$ cat src/rtl/bcp_pkg.sv
// shared types, constants and fixed-point helpers for the point projection block
package bcp_pkg;

   // image size defaults in whole pixels
   localparam int IMAGE_WIDTH_DEF  = 1920;
   localparam int IMAGE_HEIGHT_DEF = 1080;

   // divider pipeline: two quotient bits per stage
   localparam int DIV_STAGES = 16;

   // csr port geometry (one register every 8 bytes, 64-bit data)
   localparam int CSR_AW = 6;
   localparam int CSR_DW = 64;

   // register indexes
   localparam logic [2:0] REG_FOCAL_X    = 3'd0;
   localparam logic [2:0] REG_FOCAL_Y    = 3'd1;
   localparam logic [2:0] REG_CENTER_X   = 3'd2;
   localparam logic [2:0] REG_CENTER_Y   = 3'd3;
   localparam logic [2:0] REG_RADIAL_K1  = 3'd4;
   localparam logic [2:0] REG_RADIAL_K2  = 3'd5;
   localparam logic [2:0] REG_RADIAL_K3  = 3'd6;
   localparam logic [2:0] REG_TANGENTIAL = 3'd7;

   // register reset values
   localparam logic [31:0] FOCAL_X_RST  = 32'd65536000;
   localparam logic [31:0] FOCAL_Y_RST  = 32'd65536000;
   localparam logic [31:0] CENTER_X_RST = 32'd62914560;
   localparam logic [31:0] CENTER_Y_RST = 32'd35389440;

   // fixed-point constants
   localparam logic signed [31:0] Q24_ONE  = 32'sd16777216;
   localparam logic signed [63:0] Q24_HALF = 64'sd8388608;
   localparam logic signed [39:0] S32_MAX  = 40'sd2147483647;
   localparam logic signed [39:0] S32_MIN  = -40'sd2147483648;

   // configuration as seen by the datapath
   typedef struct packed {
      logic [31:0]        focal_x;
      logic [31:0]        focal_y;
      logic [31:0]        center_x;
      logic [31:0]        center_y;
      logic signed [31:0] k1;
      logic signed [31:0] k2;
      logic signed [31:0] k3;
      logic signed [31:0] p1;
      logic signed [31:0] p2;
   } cfg_type;

   // saturated Q8.24 value with its overflow flag
   typedef struct packed {
      logic               ovf;
      logic signed [31:0] val;
   } qv_type;

   // saturate a wide value to signed 32 bits
   function automatic qv_type sat_wide(input logic signed [39:0] s);
      qv_type r;
      if (s > S32_MAX) begin
         r.ovf = 1'b1;
         r.val = 32'sh7fffffff;
      end else if (s < S32_MIN) begin
         r.ovf = 1'b1;
         r.val = 32'sh80000000;
      end else begin
         r.ovf = 1'b0;
         r.val = s[31:0];
      end
      return r;
   endfunction

   // round a Q16.48 product to Q8.24, ties up, then saturate
   function automatic qv_type q_round(input logic signed [63:0] p);
      logic signed [63:0] t;
      logic signed [63:0] s;
      t = p + Q24_HALF;
      s = t >>> 24;
      return sat_wide(s[39:0]);
   endfunction

   // saturating add
   function automatic qv_type q_add(input logic signed [31:0] a, input logic signed [31:0] b);
      logic signed [39:0] s;
      s = 40'(a) + 40'(b);
      return sat_wide(s);
   endfunction

   // one restoring division step: {quotient bit, new remainder}
   function automatic logic [32:0] div_step(input logic [31:0] rem, input logic b,
                                            input logic [31:0] d);
      logic [32:0] t;
      t = {rem, b};
      if (t >= {1'b0, d}) begin
         t = t - {1'b0, d};
         return {1'b1, t[31:0]};
      end
      return {1'b0, t[31:0]};
   endfunction

   // dividend bit for quotient bit i: |X| sits at bits 31..24 below the remainder
   function automatic logic div_bit(input logic [7:0] low, input int i);
      if (i >= 24) begin
         return low[3'(i - 24)];
      end
      return 1'b0;
   endfunction

endpackage

$ cat src/rtl/bcp_csr.sv
// configuration registers behind the csr port
module bcp_csr import bcp_pkg::*; (
   input  logic              clock,
   input  logic              reset,
   input  logic              csr_psel,
   input  logic              csr_penable,
   input  logic              csr_pwrite,
   input  logic [CSR_AW-1:0] csr_paddr,
   input  logic [CSR_DW-1:0] csr_pwdata,
   output logic [CSR_DW-1:0] csr_prdata,
   output logic              csr_pready,
   output cfg_type           cfg
);

   logic [2:0] idx;
   logic       wr;
   cfg_type    cfg_ff;

   assign idx        = csr_paddr[5:3];
   assign wr         = csr_psel && csr_penable && csr_pwrite;
   assign csr_pready = 1'b1;
   assign cfg        = cfg_ff;

   // register writes
   always_ff @(posedge clock) begin
      if (reset) begin
         cfg_ff.focal_x  <= FOCAL_X_RST;
         cfg_ff.focal_y  <= FOCAL_Y_RST;
         cfg_ff.center_x <= CENTER_X_RST;
         cfg_ff.center_y <= CENTER_Y_RST;
         cfg_ff.k1       <= '0;
         cfg_ff.k2       <= '0;
         cfg_ff.k3       <= '0;
         cfg_ff.p1       <= '0;
         cfg_ff.p2       <= '0;
      end else if (wr) begin
         case (idx)
            REG_FOCAL_X:    cfg_ff.focal_x  <= csr_pwdata[31:0];
            REG_FOCAL_Y:    cfg_ff.focal_y  <= csr_pwdata[31:0];
            REG_CENTER_X:   cfg_ff.center_x <= csr_pwdata[31:0];
            REG_CENTER_Y:   cfg_ff.center_y <= csr_pwdata[31:0];
            REG_RADIAL_K1:  cfg_ff.k1       <= csr_pwdata[31:0];
            REG_RADIAL_K2:  cfg_ff.k2       <= csr_pwdata[31:0];
            REG_RADIAL_K3:  cfg_ff.k3       <= csr_pwdata[31:0];
            REG_TANGENTIAL: begin
               cfg_ff.p1 <= csr_pwdata[31:0];
               cfg_ff.p2 <= csr_pwdata[63:32];
            end
            default: ;
         endcase
      end
   end

   // read mux
   always_comb begin
      case (idx)
         REG_FOCAL_X:    csr_prdata = {32'd0, cfg_ff.focal_x};
         REG_FOCAL_Y:    csr_prdata = {32'd0, cfg_ff.focal_y};
         REG_CENTER_X:   csr_prdata = {32'd0, cfg_ff.center_x};
         REG_CENTER_Y:   csr_prdata = {32'd0, cfg_ff.center_y};
         REG_RADIAL_K1:  csr_prdata = {32'd0, cfg_ff.k1};
         REG_RADIAL_K2:  csr_prdata = {32'd0, cfg_ff.k2};
         REG_RADIAL_K3:  csr_prdata = {32'd0, cfg_ff.k3};
         REG_TANGENTIAL: csr_prdata = {cfg_ff.p2, cfg_ff.p1};
         default:        csr_prdata = '0;
      endcase
   end

endmodule

$ cat config.mk
export PLATFORM = sky130hd
export DESIGN_NAME = bcp_csr
export DESIGN_NICKNAME = d
export VERILOG_FILES = /design/src/rtl/bcp_pkg.sv /design/src/rtl/bcp_csr.sv
export SDC_FILE = /design/constraint.sdc
export NUM_CORES = 1
export LEC_CHECK = 0
export ABC_AREA = 1
export BUFFER_PORTS_ARGS = -buffer_cell sky130_fd_sc_hd__buf_2
export CAP_MARGIN = 10
export CORE_MARGIN = 8
export CORE_UTILIZATION = 44
export CTS_CLUSTER_DIAMETER = 100
export CTS_CLUSTER_SIZE = 25
export DETAILED_ROUTE_END_ITERATION = 7
export PLACE_DENSITY = 0.7
export SYNTH_ARGS = -nofsm -noshare
export SYNTH_HDL_FRONTEND = slang
export SYNTH_SLANG_ARGS = --single-unit
$ cat constraint.sdc
create_clock -name clock -period 3 [get_ports clock]
set_clock_uncertainty 0.2 [all_clocks]
set_input_delay 0.3 -clock clock [delete_from_list [all_inputs] [get_ports clock]]
set_output_delay 0.3 -clock clock [all_outputs]
set_load 0.01 [all_outputs]
==> results of run 1 <==
==> per-layer routing <==
metal	vias to the layer above	GRT usage [%]	wire length, µm	share of wire (%)
met5	-	0	11	0.019
met4	2	11.88	2412	4.1
met3	120	8.115	6044	10
met2	872	54.60	28670	49
met1	6955	35.72	21310	36
li1	6989	-	-	-
==> power groups by stage <==
| stage | combinational, W | sequential (W) | clock (W) |
|---|---|---|---|
| 2_1_floorplan | 0.000352 | 0.00401 | 0 |
| 5_1_grt | 0.000778 | 0.00392 | 0.00241 |
| 3_5_place_dp | 0.000659 | 0.00400 | 0 |
| 4_1_cts | 0.000724 | 0.00391 | 0.00229 |
| 3_3_place_gp | 0.000653 | 0.00400 | 0 |
| 6_report | 0.000737 | 0.00391 | 0.00224 |
==> final timing paths <==
kind | start | to | slack [ns] | cells after the start
max | csr_paddr[4] | csr_prdata[13] | 0.52 | 9
max reg2reg | cfg[1]$_SDFFE_PP0P_ | cfg[1]$_SDFFE_PP0P_ | 2.02 | 2
min reg2reg | cfg[215]$_SDFFE_PP1P_ | cfg[215]$_SDFFE_PP1P_ | 0.29 | 2
min | reset | cfg[38]$_SDFFE_PP0P_ | 0.13 | 4
==> cells in the final DEF, fill, tap and decap left out <==
cell type and count:
sky130_fd_sc_hd__nand3_2 4, sky130_fd_sc_hd__inv_2 8, sky130_fd_sc_hd__clkinv_2 1, sky130_fd_sc_hd__nand3_4 1, sky130_fd_sc_hd__nor2_2 5, sky130_fd_sc_hd__nor2_1 568, sky130_fd_sc_hd__nor2_4 5, sky130_fd_sc_hd__inv_8 1
sky130_fd_sc_hd__nand3_1 86, sky130_fd_sc_hd__nand2_1 197, sky130_fd_sc_hd__clkbuf_16 15, sky130_fd_sc_hd__inv_1 65, sky130_fd_sc_hd__o21ai_1 98, sky130_fd_sc_hd__nor3_1 96, sky130_fd_sc_hd__inv_6 1, sky130_fd_sc_hd__o21ai_0 170
sky130_fd_sc_hd__buf_12 7, sky130_fd_sc_hd__buf_2 422, sky130_fd_sc_hd__buf_4 38, sky130_fd_sc_hd__dlygate4sd3_1 64, sky130_fd_sc_hd__dfxtp_1 288, sky130_fd_sc_hd__nand2_2 1, sky130_fd_sc_hd__conb_1 1, sky130_fd_sc_hd__nand4_1 133
==> logic make-up (layout without fill, tap and decap cells) <==
| family | Yosys count | after routing | share of synthesized area [%] |
|---|---|---|---|
| simple gates | 1096 | 1096 | 36.41 |
| other cells | 1 | 1 | 0.02872 |
| flops | 288 | 288 | 44.16 |
| compound gates | 268 | 268 | 10.27 |
| buf+inv | 268 | 622 | 9.133 |
==> worst max-delay path, stage by stage <==
cell,delay [ns]
sky130_fd_sc_hd__buf_2,0.16
sky130_fd_sc_hd__buf_4,0.20
sky130_fd_sc_hd__nor2_4,0.36
sky130_fd_sc_hd__nand2_1,0.14
sky130_fd_sc_hd__inv_1,0.10
sky130_fd_sc_hd__buf_4,0.28
sky130_fd_sc_hd__nand2_1,0.09
sky130_fd_sc_hd__nand3_1,0.17
sky130_fd_sc_hd__buf_2,0.17
==> metrics by stage <==
step                setup WS (ns)  std cells
global route               0.4598       2665
CTS                        0.5466       2665
global placement           0.5411       2584
detailed placement         0.5438       2584
finish                     0.5151       2665
floorplan                   1.222       1921
==> final cells by class <==
cell class	instances	area [µm²]	area share, %
Timing Repair Buffer	531	3178	19.60
Sequential cell	288	5766	35.55
Inverter	74	282.8	1.744
Multi-Input combinational cell	1365	6111	37.68
Clock buffer	15	375.4	2.315
Clock inverter	2	16.27	0.1003
Tap cell	390	488.0	3.009
==> timing repair <==
action                                  4_1_cts  5_1_grt
hold endpoints to repair                    199        0
setup buffers                                 0        0
endpoints found under the setup margin        0        0
hold buffers                                 64        0
==> impl.org, run 1 <==
** Pwr
- Net switching is 27.22% of the power.
- The worst-case IR drop observed on VDD is 0.3484 mV.
- Total Power :: 0.006892 W
- The internal portion of the total power is 0.005016 W.
- Summed over all nets, the switching power comes to 0.001876 W.
- For this design the ratio of total power to cell area is 425.0 nW/µm².
- The clock network is responsible for 32.5% of the overall power.
- Reg power frac :: 56.8%
- Share of power burned in combinational logic :: 10.7%
- For this design the static power due to leakage is 8.171 nW.

** Final layout
- Diode count :: 0
- The filler cells instantiated in the layout total 2879.
- From synthesis to final layout, the design area changed by 24.21%.
- Nets :: 2350
- In the final layout, the share of cells above drive strength 1 is 22.37%.
- Number of flip-flops under the largest register name :: 288
- End-of-flow core utilization :: 55.16%
- With fillers left out, the area of the finished cells amounts to 16220 µm².

** Synthesis
- Netlist area before placement :: 13060 µm²
- Yosys warns :: 0
- Post-synthesis net count :: 1996
- Post-synth cell types :: 21
- By instance count, the leading cell after synthesis is sky130_fd_sc_hd__nor2_1.
- Most instantiated flip-flop cell in the synthesis netlist :: sky130_fd_sc_hd__dfxtp_1
- After synthesis, flip-flops and latches occupy 44.16% of the total area.
- A synthesized cell averages 6.797 µm².
- Post-synthesis cell count :: 1921
- Of the post-synthesis cell area, the dominant cell type holds 44.16%.
- Cell types occupying the most area after synthesis :: sky130_fd_sc_hd__dfxtp_1 (44%), sky130_fd_sc_hd__nor2_1 (16%), sky130_fd_sc_hd__o21ai_0 (6.5%), sky130_fd_sc_hd__nand4_1 (6.4%), sky130_fd_sc_hd__nand2_1 (5.7%)
- Summed over all instances, the cell type with the most area after synthesis is sky130_fd_sc_hd__dfxtp_1.
- Synth top cells by count :: sky130_fd_sc_hd__nor2_1 (568), sky130_fd_sc_hd__dfxtp_1 (288), sky130_fd_sc_hd__nand2_1 (197), sky130_fd_sc_hd__o21ai_0 (170), sky130_fd_sc_hd__nand4_1 (133)
- Async set or reset register ratio after synthesis :: 0%
- Yosys reg bits :: 288
- In this run, synthesis inferred 0 flip-flops with an integrated enable.

** Critical path
- At the worst endpoint, the required time is 2.50 ns.
- At the worst endpoint, the arrival time is 1.98 ns.
- The worst setup path is launched from an input port.
- Classification of the worst setup path :: in -> out
- The worst setup path is captured at an output port.
- Along the worst path, the maximum fanout reaches 18.

** Drt
- Drt first-iter violations :: 1642
- Using the TritonRoute via totals, the vias-per-cell ratio works out to 5.605.
- Length of the first detailed-routing pass in iterations :: 5
- After detailed routing, the number of remaining DRC violations is 0.
- Via count :: 14940
- After detailed routing, the total wire length is 58450 µm.
- Mean routed wirelength per cell :: 21.93 µm
- Once detail routing completed, the nets flagged for antenna violations numbered 0.

** Timing
- Final count of hold timing violations :: 0
- Setup violations, final :: 0
- The final count of pins violating max slew was 0.
- Highest achievable clock rate :: 0.4024 GHz
- Final worst-path cycle share :: 82.83%
- After layout, the minimum clock period comes to 2.485 ns.
- Hold is met by 0.1252 ns.
- Unrepaired setup endpoints after global routing :: no
- Setup TNS after final layout :: 0 ns
- Worst Max-Slew Pin Slew :: 0.8407 ns
- In this run the tightest slew margin relative to its limit is 43.89%.

** Global routing
- Pin count of the biggest net entering global routing :: 89
- Via count of the first global-routing pass :: 14020
- Wire length of the first global-routing pass :: 87490 µm
- The total overflow left after global routing is 0.
- For this run, the total global-route usage over all layers was measured as 31.11%.
- The initial antenna violation count was 1.

** Die
- The initial utilization of the core area, before any placement, comes to 44.41%.
- 428 I/O pins were placed.
- Area of the core region :: 29400 µm²
- In this run the horizontal extent of the chip is 188.3 µm.
- Overall die height :: 188.3 µm
- The die covers 35440 µm².
- Number of standard-cell rows in the floorplan :: 63

** Clock tree
- Count of instances resized after the clock tree is built :: 0
- Clock edge transition at the registers on the reported setup and hold paths :: 0.10 ns
- Counting along the longest clock path gives a buffer depth of 3.
- The root buffer cell chosen for the clock tree is sky130_fd_sc_hd__clkbuf_16.
- TritonCTS built the clock tree.
- Clk_lat worst skew :: 0.49 ns
- Number of H-tree branching levels :: 1
- CTS Buf Count :: 15
- The clock net in this run drives a total of 288 sinks.

** Place
- Half-perimeter wire length after detailed placement :: 40410 µm
- Global placement routability congestion :: 0.9159
- Instance area at placement :: 15180 µm²
- Input and output buffers added on the ports amount to 423.

** Run status
- Run status :: completed

** Worst hold path
- The tightest min-delay check is of the in -> reg type.

** Flow run
- Max-cap check violation count :: 0
No activity file was read; power rests on OpenSTA's default activity.
==> run 2: changes to the inputs <==
--- a/config.mk
+++ b/config.mk
@@ -13,7 +13,7 @@
 export CTS_CLUSTER_DIAMETER = 100
 export CTS_CLUSTER_SIZE = 25
 export DETAILED_ROUTE_END_ITERATION = 7
-export PLACE_DENSITY = 0.7
+export PLACE_DENSITY = 0.73
 export SYNTH_ARGS = -nofsm -noshare
 export SYNTH_HDL_FRONTEND = slang
 export SYNTH_SLANG_ARGS = --single-unit
==> constraint.sdc (replaced) <==
create_clock -name clock -period 2.06 [get_ports clock]
set_clock_uncertainty 0.2 [all_clocks]
set_input_delay 0.206 -clock clock [delete_from_list [all_inputs] [get_ports clock]]
set_output_delay 0.206 -clock clock [all_outputs]
set_load 0.01 [all_outputs]
==> run 2 against run 1 <==
  * Via count increased by 1.0%
  * Global-route usage down 2.5 points
  * Clock power increased by 41%
  * Combinational power up 47%
  * Setup slack got worse by 0.46 ns
  * Routed wire length down 6.2%
  * Utilization is 1.1 points higher
  * Sequential power increased by 46%
  * Non-clock buffer count up 22
  * Worst hold slack worse by 0.013 ns
  * Register-to-register slack lost 1.4 ns
  * Count of clock-buffer cells in the layout did not move
  * Critical path type is now reg -> out
  * Critical endpoint is now csr_prdata[15]
==> impl.org, run 2 (synthesized netlist as in run 1, its figures left out) <==
** Run status
- Run status :: completed (unchanged)

** Final layout
- The final non-filler cell area is 16530 µm² (was 16220 µm²).
- The number of flip-flops in the largest register is 288 (unchanged).
- The number of nets in the layout is 2373 (was 2350).
- Ratio of cells with drive above 1 in the final layout :: 22.73% (was 22.37%)
- Commonest non-fill, non-tap cells in the layout :: sky130_fd_sc_hd__nor2_1 (567), sky130_fd_sc_hd__buf_2 (421), sky130_fd_sc_hd__dfxtp_1 (288) (was sky130_fd_sc_hd__nor2_1 (568), sky130_fd_sc_hd__buf_2 (422), sky130_fd_sc_hd__dfxtp_1 (288))
- Most common cell after layout, fill and taps aside :: sky130_fd_sc_hd__nor2_1 (unchanged)
- Area overhead of the layout relative to synthesis :: 26.61% (was 24.21%)
- The count of filler cells inserted in the layout was 2867 (was 2879).

** Timing
- Headroom to the max-slew limit :: 54.37% (was 43.89%)
- Derived from the worst setup path, the maximum achievable clock frequency is 0.4985 GHz.
- The final-report hold violation count is 0 (unchanged).
- Setup violations, final :: 0 (unchanged)
- Dividing the final minimum period by the clock period gives 97.38%.
- Fin. max-slew vios :: 0 (unchanged)
- The final critical-path setup slack was 0.05402 ns (was 0.5151 ns).
- Worst Max-Slew Pin Slew :: 0.6835 ns (was 0.8407 ns)
- Counting I/O delays and the setup requirement, the final critical path takes 2.006 ns.
- Unrepaired setup endpoints after global routing: yes (was no).

** Place
- The number of I/O port buffers was 423 (unchanged).
- Pre-CTS setup slack :: -0.08635 ns (was 0.5438 ns)
- The final RePlAce weighted congestion was 0.9825 (was 0.9159).
- The estimated wirelength of the detail-placed design came to 37740 µm (was 40410 µm).
- The standard cell area after detailed placement is 15330 µm² (was 15180 µm²).

** Pwr
- The sum of internal, switching and leakage power came to 0.009940 W (was 0.006892 W).
- The leakage power of the design came to 8.323 nW (was 8.171 nW).
- The power density over the cells was 601.3 nW/µm² (was 425.0 nW/µm²).
- Peak supply drop :: 0.4689 mV (was 0.3484 mV)

** Critical path
- The internal reg-to-reg setup slack came to 0.62 ns (was 2.02 ns).
- Critical Path, Cell by Cell: nand4_1, nand2_1, nor2_1, nand3_1, buf_2 (was buf_2, buf_4, nor2_4, nand2_1, inv_1, buf_4, nand2_1, nand3_1, buf_2).
- Worst flop-to-flop path startpoint :: cfg[22]$_SDFFE_PP0P_ (was cfg[1]$_SDFFE_PP0P_)
- The biggest cell delay along the critical path was 0.38 ns (was 0.36 ns).
- The highest-delay cell along the critical path is sky130_fd_sc_hd__dfxtp_1 (was sky130_fd_sc_hd__nor2_4).
- Setup crit start kind :: flop (was input port)
- The startpoint-to-endpoint class of the critical path is reg -> out (was in -> out).
- The count of cells along the worst register-to-register path came to 3 (was 2).
- Crit Reg-Reg Endpoint :: cfg[22]$_SDFFE_PP0P_ (was cfg[1]$_SDFFE_PP0P_)
- The endpoint arrival time on the critical path is 1.60 ns (was 1.98 ns).
- The origin of the worst setup path was cfg[207]$_SDFFE_PP0P_ (was csr_paddr[4]).
- Critical-path maximum fanout :: 3 (was 18)
- The critical path endpoint category is an output port (unchanged).
- Required time worst endpoint :: 1.65 ns (was 2.50 ns)

** Global routing
- Antenna violations before repair :: 3 (was 1)
- Pin count of the biggest net entering global routing :: 89 (unchanged)
- Wire length of the first global-routing pass :: 81980 µm (was 87490 µm)
- Via count of the first global-routing pass :: 13830 (was 14020)
- Total routing resource utilization after global routing :: 28.60% (was 31.11%)
- The global-route congestion overflow total came to 0 (unchanged).

** Clock tree
- CTS Buf Count :: 15 (unchanged)
- Number of H-tree branching levels :: 1 (unchanged)
- The clock slew seen by the registers of the worst setup and hold paths was 0.10 ns (about the same).
- The maximum root-to-sink buffer count is 3 (unchanged).
- The clock tree from TritonCTS was done (unchanged).
- The clock root buffer is sky130_fd_sc_hd__clkbuf_16 (unchanged).
- The CTS sink count is 288 (unchanged).
- The clock latency at the later pin of the worst-skew pair came to 0.48 ns (was 0.49 ns).

** Drt
- Drt first-iter violations :: 1633 (was 1642)
- Detailed-route vias per instance :: 5.606 (was 5.605)
- Length of the first detailed-routing pass in iterations :: 5 (unchanged)
- Total wirelength of the detailed-routed design :: 54800 µm (was 58450 µm)
- The final routed DRC violation total is 0 (unchanged).
- Remaining number of nets flagged by the antenna check after routing :: 0 (unchanged)
- The average wire per standard cell was 20.36 µm (was 21.93 µm).
- Via count :: 15090 (was 14940)

** Worst hold path
- Min-delay src :: csr_penable (was reset)
- The end point of the most critical hold path is cfg[125]$_SDFFE_PP0P_ (was cfg[38]$_SDFFE_PP0P_).
- The number of cells on the worst hold path is 4 (unchanged).
- Worst min path class :: in -> reg (unchanged)

** Die
- The floorplan die height is 188.3 µm (unchanged).
- Chip Width :: 188.3 µm (unchanged)
- The area of the placeable core came to 29400 µm² (unchanged).
- The effective utilization at floorplan came to 44.41% (unchanged).
- The number of cell rows was 63 (unchanged).
- The area of the die came to 35440 µm² (unchanged).
- The count of pins on the block boundary was 428 (unchanged).

** Flow run
- Max-cap check violation count :: 0 (unchanged)
## run 2: cell count changes in the layout (fill, tap and decap cells not counted), sizes merged
cell and change:
inv -2, diode +5, clkinv +1, dlygate4sd3 +10, nor2 +1, buf +12
## run 2: what timing repair did
action	CTS	global route
hold buffers	74	0
pin swaps	0	1
gates resized for setup	1	7
setup endpoints to repair	4	31
setup buffers	0	1
gates cloned	0	1
hold endpoints to repair	287	0
## run 2: power breakdown
part	internal (W)	total (W)	switching, W
clock network	0.00133	0.00316	0.00183
registers	0.00564	0.00570	0.0000608
logic	0.000359	0.00108	0.000725
total	0.00733	0.00994	0.00261
## run 2: per-stage QoR
| stage | setup TNS [ns] | util [%] | hold slack (ns) | instances |
|---|---|---|---|---|
| 3_3_place_gp | -1.267 | 52.14 | 0.2273 | 2595 |
| 6_report | 0 | 56.22 | 0.1127 | 2692 |
| 2_1_floorplan | 0 | - | 0.1409 | 1921 |
| 4_1_cts | -0.06131 | 56.00 | 0.09413 | 2685 |
| 3_5_place_dp | -3.109 | 52.14 | 0.2353 | 2595 |
| 5_1_grt | -0.03052 | 56.21 | 0.1255 | 2690 |
## run 2: per-layer routing
| metal | up-vias | wire length (µm) | GRT usage (%) |
|---|---|---|---|
| met1 | 7024 | 20210 | 34.07 |
| met4 | 0 | 3050 | 14.36 |
| li1 | 7030 | - | - |
| met5 | - | 0 | 0 |
| met2 | 885 | 26080 | 48.06 |
| met3 | 152 | 5462 | 6.155 |
## run 2: worst max-delay path by stage
stage | depth (start not counted) | slack [ns] | end
after floorplan | 7 | 0.47 | csr_prdata[0]
after global routing | 9 | -0.03 | csr_prdata[28]
after CTS | 9 | -0.03 | csr_prdata[12]
after detailed placement | 8 | -0.09 | cfg[226]$_SDFFE_PP0P_
final | 5 | 0.05 | csr_prdata[15]
after global placement | 9 | -0.10 | csr_prdata[28]
## run 2: critical path, delay by kind of cell (launching register included)
kind,cells,cell delay (ns)
buffers and inverters,1,0.20
AND/OR/NAND/NOR,4,0.54
flip-flops,1,0.38
## run 2: layout make-up
cell class | instances | area [µm²] | area share, %
sequential | 288 | 5766 | 34.88
clock buffer | 15 | 375.4 | 2.271
timing repair buffer | 553 | 3465 | 20.96
clock inverter | 1 | 16.27 | 0.09840
antenna | 5 | 12.51 | 0.07569
tap | 390 | 488.0 | 2.952
inverter | 74 | 284.0 | 1.718
multi-input combinational | 1366 | 6125 | 37.05
